### src/vgrt_div.sv
// Restoring divider, one quotient bit per cycle.
// No dependencies.
`timescale 1ns / 1ps
module vgrt_div #(
    parameter int NW = 48,
    parameter int DW = 17
) (
    input  logic          aclk,
    input  logic          aresetn,
    input  logic          start,
    input  logic [NW-1:0] num,
    input  logic [DW-1:0] den,
    output logic          done,
    output logic [NW-1:0] quo
);
    localparam int CW = $clog2(NW + 1);
    logic [NW-1:0] q_reg;
    logic [DW:0]   r_reg;
    logic [DW-1:0] d_reg;
    logic [CW-1:0] cnt_reg;
    logic          busy_reg;
    logic [DW:0]   trial;

    assign trial = {r_reg[DW-1:0], q_reg[NW-1]};
    assign quo   = q_reg;
    assign done  = busy_reg && (cnt_reg == CW'(0));

    // shift in one numerator bit, subtract when it fits
    always_ff @(posedge aclk) begin
        if (!aresetn) begin
            busy_reg <= 1'b0;
            cnt_reg  <= '0;
        end else if (start) begin
            busy_reg <= 1'b1;
            cnt_reg  <= CW'(NW);
            q_reg    <= num;
            r_reg    <= '0;
            d_reg    <= den;
        end else if (busy_reg) begin
            if (cnt_reg == CW'(0)) begin
                busy_reg <= 1'b0;
            end else begin
                cnt_reg <= cnt_reg - CW'(1);
                if (trial >= {1'b0, d_reg}) begin
                    r_reg <= trial - {1'b0, d_reg};
                    q_reg <= {q_reg[NW-2:0], 1'b1};
                end else begin
                    r_reg <= trial;
                    q_reg <= {q_reg[NW-2:0], 1'b0};
                end
            end
        end
    end
endmodule

### config.mk
export PLATFORM = sky130hd
export DESIGN_NAME = vgrt_div
export DESIGN_NICKNAME = d
export VERILOG_FILES = /design/src/vgrt_div.sv
export SDC_FILE = /design/constraint.sdc
export NUM_CORES = 1
export LEC_CHECK = 0
export ABC_AREA = 1
export BUFFER_PORTS_ARGS = -buffer_cell sky130_fd_sc_hd__clkbuf_2
export CAP_MARGIN = 40
export CORE_ASPECT_RATIO = 0.5
export CORE_UTILIZATION = 49
export DETAILED_ROUTE_END_ITERATION = 16
export PLACE_DENSITY = 0.73
export SYNTH_ARGS = -nofsm -noshare
export SYNTH_HDL_FRONTEND = slang
export SYNTH_SLANG_ARGS = --single-unit
### constraint.sdc
create_clock -name aclk -period 6.9 [get_ports aclk]
set_clock_uncertainty 0.15 [all_clocks]
set_input_delay 1.035 -clock aclk [delete_from_list [all_inputs] [get_ports aclk]]
set_output_delay 1.035 -clock aclk [all_outputs]
set_load 0.02 [all_outputs]
==> results of run 1 <==
## placed cells by master (no fill, tap or decap), types with 9 or more instances in the layout
cell type | Yosys | routed
sky130_fd_sc_hd__a21oi_1 | 10 | 10
sky130_fd_sc_hd__clkbuf_16 | 0 | 9
sky130_fd_sc_hd__clkbuf_2 | 0 | 116
sky130_fd_sc_hd__edfxtp_1 | 82 | 82
sky130_fd_sc_hd__ha_1 | 18 | 18
sky130_fd_sc_hd__inv_1 | 71 | 70
sky130_fd_sc_hd__nand2_1 | 258 | 258
sky130_fd_sc_hd__nand3_1 | 23 | 23
sky130_fd_sc_hd__nand3b_1 | 11 | 11
sky130_fd_sc_hd__nor2_1 | 51 | 51
## worst min-delay path: stages (launching register included)
cell	delay, ns
sky130_fd_sc_hd__dfxtp_1	0.31
sky130_fd_sc_hd__o21ai_0	0.07
sky130_fd_sc_hd__a31oi_1	0.08
## layout make-up
cell class | instances | area [sq um] | area share [%]
clock buffers | 9 | 225.2 | 3.764
flip-flops and latches | 89 | 2603 | 43.50
multi-input cells | 413 | 1977 | 33.04
clock inverters | 7 | 100.1 | 1.673
well taps | 135 | 168.9 | 2.823
inverters | 73 | 274.0 | 4.580
repair buffers | 119 | 635.6 | 10.62
## power groups by stage
stage               Clock, mW  Combinational, mW  Sequential, mW
floorplan                   0              0.268           0.729
global placement            0              0.392           0.700
detailed placement          0              0.401           0.698
CTS                     0.546              0.405           0.688
global route            0.565              0.455           0.694
finish                  0.540              0.406           0.689
## synthesized netlist by cell type, drive strengths merged
master  count  share of area, %
xnor2       2              0.35
buf        10               1.7
xor2        8               1.4
dfxtp       7               2.8
nand3b     12               2.1
nor3        2              0.20
inv        73               5.5
and2        2              0.25
nand3      25               2.7
nand4       3              0.38
nand2     264                20
o21ai       6              0.61
clkbuf      8              0.61
ha         18               4.5
o21bai      4              0.68
nor2       54               4.2
a21oi      10               1.0
fa          1              0.40
a31oi       1              0.13
a21boi      1              0.15
edfxtp     82                50
## worst paths after layout
kind	end	slack, ns
max	r_reg[12]	4.08
min	cnt_reg[4]	0.37
max reg2reg	r_reg[12]	4.09
min reg2reg	cnt_reg[4]	0.37
## per-layer routing
| layer | global-route usage (%) | up-vias | routed length, microns |
|---|---|---|---|
| met5 | 0 | - | 0 |
| met4 | 7.368 | 0 | 157 |
| met3 | 6.234 | 16 | 599 |
| met2 | 36.07 | 117 | 5081 |
| met1 | 29.77 | 1813 | 5311 |
| li1 | - | 2097 | - |
## cell families after synthesis
logic type	Yosys count
buffers and inverters	91
flip-flops	89
AND/OR/NAND/NOR	362
adder cells (fa/ha/maj)	19
XOR/XNOR	10
AO/OA/AOI/OAI	22
==> results.txt, run 1 <==
- Dividing the detail-routed via count by the number of cells gives ~4.8.
- After synthesis, the mean cell area works out to 8.360 sq um.
- Switching power summed over all nets: 512.9 uW
- After detailed placement, the total cell area comes to 5658 sq um.
- Endpoint arrival time on the critical path: 2.64 ns
* Global-route total usage across every layer: 22.50%
* Largest net degree at the start of global routing: 41
* HP Class: flop to flop
* Slew of the pin with the lowest slew margin: about 0.79 ns
- The count of final hold-check violations came to 0.
- Post-Synthesis Net Count: between 600 and 700
* P per Cell Area: 273.3 nW/um^2
* Post-layout worst setup margin: between 4 and 5 ns
* Proportion of synthesized area in mux cells: 0%
- GRT Residual Overflow: 0
* Clock tree from TritonCTS: yes
- After Yosys synthesis, XOR and XNOR cells account for 1.767% of the synthesized area.
- Of the cells placed in the final design, the portion with a size suffix greater than 1 is between 20% and 30%.
- Register share of total power: 42.1%
- After floorplanning, the core was sized to cover roughly 9600 sq um.
* Number of antenna violations at the first check in global routing: 0
- Die footprint: 10550 sq um
- The routed layout has 4043 vias.
* Diodes inserted: 0
- Weighted congestion reported at the end of routability-driven placement: between 0.8 and 0.9
- Critical setup path kind: primary input to flop
- Largest family of logic cells by synthesized area: simple AND/OR/NAND/NOR gates
- Number of clock sinks: a little under 90
- CP delay by family, top: buffers and inverters
- Count of unresolved DRC violations after routing: 0
* Count of max-cap constraint violations: 0
* Post-synthesis register bit count: 89
* Wire length per cell: approximately 13 microns
* Hold buffer count at cts: 0
- Derived from the worst setup path, the maximum achievable clock frequency is ~0.36 GHz.
* Final Power: 1.635 mW
- The worst setup path is captured at a flop.
* Number of gates resized after CTS: 0
* Compound-gate portion of the synthesized area: between 2 and 3%
* Die X-Extent: 144.2 microns
- The cell area that synthesis handed to floorplanning was ~5000 sq um.
* Count of cell types in the netlist: 32
* Post-route ant nets: 0
- The number of buffers and inverters on the critical path is 2.
- Pin placement for this block handled around 120 I/O pins.
- RSZ-0062 raised after global routing: false
* Area growth, synth to finish: 20.70%
* CP Max Fanout: 40
* Count of synthesis-stage warnings from yosys: 0
- The layout has ~850 filler cells.
* Clock transition at the registers of the reported paths: approximately 0.060 ns
- Maximum buffer depth of the clock tree: 2
* Max-Slew Margin vs Limit: between 40 and 50%
- Final number of max-transition violations: 0
* Launch instance of the worst register-to-register path: cnt_reg[0]
- In the finished design, the share of the clock period the worst path needs comes to 40.80%.
* Height of the die: 73.13 microns
* Max reg flops: 48
* Share of power burned in the clock network: about a third
- Net switching share of the total power: around a third
- Design internal power: 1.122 mW
- Initial cell density of the core: roughly half
- Post-route cell area: 5983 sq um
- In this run the post-CTS setup repair buffer count came out at 0.
- First-pass GRT wire length: around 18 mm
- Adding up every negative setup slack in the final design gives 0 ns.
* Crit path max-delay cell type: sky130_fd_sc_hd__buf_4
- Vias in the first global route: about 3800
* Total half-perimeter wirelength after legalization and detailed placement: roughly 8 mm
* Cell depth of the worst hold path: 2
* Number of cell instances on the worst register-to-register path: 8
- Synthesized-area fraction occupied by adder cells: between 4 and 5%
- For this design the static power due to leakage is 3.056 nW.
- Run status: finished, final reports clean
- Counting every instance in the synthesized netlist gives around 590.
* Share of total power in combinational logic: approximately a quarter
* Clock buffer count from CTS: 9
* Worst-path cell chain: clkbuf_2, nand2_1, o21ai_4, buf_4
- Total wire length after detailed routing: between 10 and 15 mm
- Placed cells: roughly 830
- In this run the clock root is driven by a sky130_fd_sc_hd__clkbuf_16.
- Clock H-tree levels: 3
- The initialized floorplan defines 25 standard-cell rows.
- Required @ worst endpoint: 6.73 ns
- The first detailed-routing pass ran for 4 iterations.
* Maximum vdd ir drop: 147.8 uV
- Clk Latency, worst-skew pair: about 0.35 ns
- Initial drt markers: 252
* Port buffer count: roughly 120
- Layout Utilization: slightly above 60%
- Startpoint class of the critical path: primary input
- Number of nets in the layout: 792
- Sequential share of the synthesized area: 52.50%
- Hold is met by about 0.37 ns.
* Longest individual stage delay on the worst path: ~0.58 ns
- Setup violations remaining at the end of the flow were counted as 0.
* Fin cells: 845
* Basic-gate share of the synthesized area counting and, or, nand and nor cells: between 30% and 40%
- Stages on worst setup path: 4
* Setup WS pre-CTS: roughly 3.7 ns
* Worst Min Path Start: cnt_reg[4]
* Critical path startpoint: start
- Final min period: between 2 and 3 ns
Power figures use the tool's default switching activity.
==> inputs of run 2 (changes only) <==
--- a/config.mk
+++ b/config.mk
@@ -11,7 +11,7 @@
 export CORE_ASPECT_RATIO = 0.5
 export CORE_UTILIZATION = 49
 export DETAILED_ROUTE_END_ITERATION = 16
-export PLACE_DENSITY = 0.73
+export PLACE_DENSITY = 0.76
 export SYNTH_ARGS = -nofsm -noshare
 export SYNTH_HDL_FRONTEND = slang
 export SYNTH_SLANG_ARGS = --single-unit
==> constraint.sdc (replaced) <==
create_clock -name aclk -period 2.3 [get_ports aclk]
set_clock_uncertainty 0.15 [all_clocks]
set_input_delay 0.345 -clock aclk [delete_from_list [all_inputs] [get_ports aclk]]
set_output_delay 0.345 -clock aclk [all_outputs]
set_load 0.02 [all_outputs]
==> run 2 against run 1 <==
  * Die area did not move
  * Combinational power grew to 3.4 times the previous value
  * Global-route usage is 0.13 points lower
  * Sequential share of layout area is 2.0 points lower
  * Total power grew to 3.0 times the previous value
  * Utilization up 3.1 points
  * Critical path type is now flop to flop
  * Register-to-register slack worse by 4.0 ns
  * Worst hold slack got worse by 0.34 ns
  * Sequential cell count did not move
  * Final area rose by 5.0%
  * Critical path depth up 8
==> results.txt, run 2 (synthesis results as in run 1) <==
- DP Area: roughly 5800 sq um
- Port buffer count: ~120
* Longest individual stage delay on the worst path: around 0.4 ns
- STA puts the critical path data arrival time at ~2.2 ns.
* Required @ worst endpoint: 2.26 ns
- During I/O placement, the number of pins put on the boundary was 117.
- TritonCTS built the clock tree.
- Count of endpoints failing setup in the final report: 0
- In this run the static leakage power is roughly 3.2 nW.
- The register with the most flip-flops in the layout has 48 of them.
- Final number of max-transition violations: 0
- Total wire length after detailed routing: ~12 mm
* Commonest non-fill, non-tap cell in the layout: sky130_fd_sc_hd__nand2_1
- Initial drt markers: between 200 and 300
* Count of max-cap constraint violations: 0
- Summed over all layers, the global routing overflow is 0.
* Worst-path cell chain: inv_2, ha_4, inv_2, fa_2, nand3_2, nand3_4, nand2_2, nand2_2, buf_4, xor2_1, nor2_1, nor2_1
- HP Class: primary input to flop
- Cells with a size suffix above 1 make up between 20 and 30% of the layout.
- Total half-perimeter wirelength after legalization and detailed placement: between 8 and 9 mm
* Height of the die: about 73 microns
- Post-route cell area: about 6300 sq um
* Count of unresolved DRC violations after routing: 0
- Of the available clock period, the critical path in the final layout requires about 97%.
* Std-Cell Core Area: a little under 10000 sq um
* Clock transition at the registers of the reported paths: about 0.070 ns
* Post-route ant nets: 0
* Clock H-tree levels: 3
- Entering global routing, the biggest net connects 43 pins.
- In this run the core area contains 25 standard-cell rows.
* Drt via density: a little under 5
- Max-Slew Margin vs Limit: ~73%
* Maximum buffer depth of the clock tree: 2
- STA classifies the critical path startpoint as a flop.
* Hold slack final: about 0.021 ns
- Die footprint: ~11000 sq um
- The design draws ~4.9 mW.
- Final Hold Viols: 0
- The number of clock buffers added by TritonCTS is 9.
* Slew of the pin with the lowest slew margin: between 0.4 and 0.5 ns
- P per Cell Area: around 770 nW/um^2
* Number of clock sinks: just under 90
- Number of antenna violations at the first check in global routing: 0
- The worst-case IR drop observed on VDD is slightly above 400 uV.
- Number of nets in the layout: 815
- The area growth from synthesis to layout is 26.70%.
- In the global route stage, overall resource usage came out at around 22%.
- In this run the clock root is driven by a sky130_fd_sc_hd__clkbuf_16.
* Highest-count cells in the layout ignoring fill and taps: sky130_fd_sc_hd__nand2_1 (249), sky130_fd_sc_hd__clkbuf_2 (116), sky130_fd_sc_hd__edfxtp_1 (82)
* Run status: finished, final reports clean
* Number of cell instances on the worst register-to-register path: 12
- After clock tree synthesis, the flow added hold-fix buffers numbering 0.
- Static timing analysis puts the maximum clock frequency at 0.4484 GHz.
* Initial cell density of the core: between 50% and 60%
- Clk Latency, worst-skew pair: between 0.3 and 0.4 ns
- Diodes inserted: 0
- Counting tap cells, the placed design contains a total of 841 instances.
- Fin cells: about 870
- STA classifies the critical path endpoint as a flop.
- Counting instances, the worst hold path has a depth of 1.
- Vias in the first global route: ~3800
- Weighted congestion reported at the end of routability-driven placement: ~0.9
- First-pass GRT wire length: 17.80 mm
* Initial DRT Pass Iterations: 4
* RSZ-0062 raised after global routing: true
* Wire length per cell: 13.36 microns
- Crit path max-delay cell type: sky130_fd_sc_hd__edfxtp_1
- Via count: between 4000 and 5000
- Critical setup path kind: flop to flop
* Final min period: around 2.2 ns
- The die is about 140 microns wide.
- CP Max Fanout: 4
==> run 2: cell count changes in the layout (fill, tap and decap cells not counted), moves of 3 or more <==
| cell | before | now |
|---|---|---|
| sky130_fd_sc_hd__nor2_1 | 51 | 48 |
| sky130_fd_sc_hd__nand2_1 | 258 | 249 |
| sky130_fd_sc_hd__ha_1 | 18 | 8 |
| sky130_fd_sc_hd__inv_1 | 70 | 65 |
| sky130_fd_sc_hd__ha_4 | 0 | 8 |
| sky130_fd_sc_hd__buf_4 | 1 | 23 |
| sky130_fd_sc_hd__inv_2 | 3 | 8 |
| sky130_fd_sc_hd__nand2_2 | 4 | 12 |
==> run 2: area by class of cell <==
cell class	instances	area (sq um)
Sequential cell	89	2605
Timing Repair Buffer	142	804.5
Fill cell	819	3353
Inverter	73	274.0
Clock buffer	10	229.0
Multi-Input combinational cell	413	2151
Tap cell	135	168.9
Clock inverter	6	48.80
==> run 2: layer usage <==
metal  part of all wire [%]  wire [microns]  vias to the layer above  GRT usage (%)
met2                     48            5592                      123          37.41
li1                       -               -                     2145              -
met1                     45            5167                     1921          28.44
met4                    1.6             187                        0          7.719
met3                    5.6             652                       20          5.840
met5                      0               0                        -              0
==> run 2: worst paths after layout <==
path	start	end	slack, ns
max	quo[47]	r_reg[6]	0.07
min	den[6]	d_reg[6]	0.02
max reg2reg	quo[47]	r_reg[6]	0.07
min reg2reg	cnt_reg[0]	cnt_reg[0]	0.35
==> run 2: per-stage QoR <==
| step | TNS [ns] | util, % | setup WS (ns) |
|---|---|---|---|
| 5_1_grt | -0.1448 | 65.19 | -0.07131 |
| 4_1_cts | 0 | 62.88 | 0.005292 |
| 6_report | 0 | 65.19 | 0.06992 |
| 3_5_place_dp | -0.08925 | 59.69 | -0.05548 |
| 3_3_place_gp | -0.005842 | 59.69 | -0.005842 |
| 2_1_floorplan | -11.16 | - | -0.1717 |
==> run 2: report_power, final <==
group | internal, mW | switching (mW)
combinational | 0.555 | 0.848
sequential | 1.98 | 0.0866
clock | 0.746 | 0.646
total | 3.28 | 1.58
==> run 2: timing repair <==
action | 4_1_cts | 5_1_grt
buffers inserted | 3 | 8
resized for setup | 4 | 29
setup endpoints to repair | 2 | 18
pin swaps | 1 | 7
==> run 2: critical path, delay by kind of cell (launching register included) <==
family	cells	cell delay [ns]
buf+inv	3	0.28
flops	1	0.40
simple gates	6	0.54
fa+ha+maj	2	0.51
xor+xnor	1	0.13
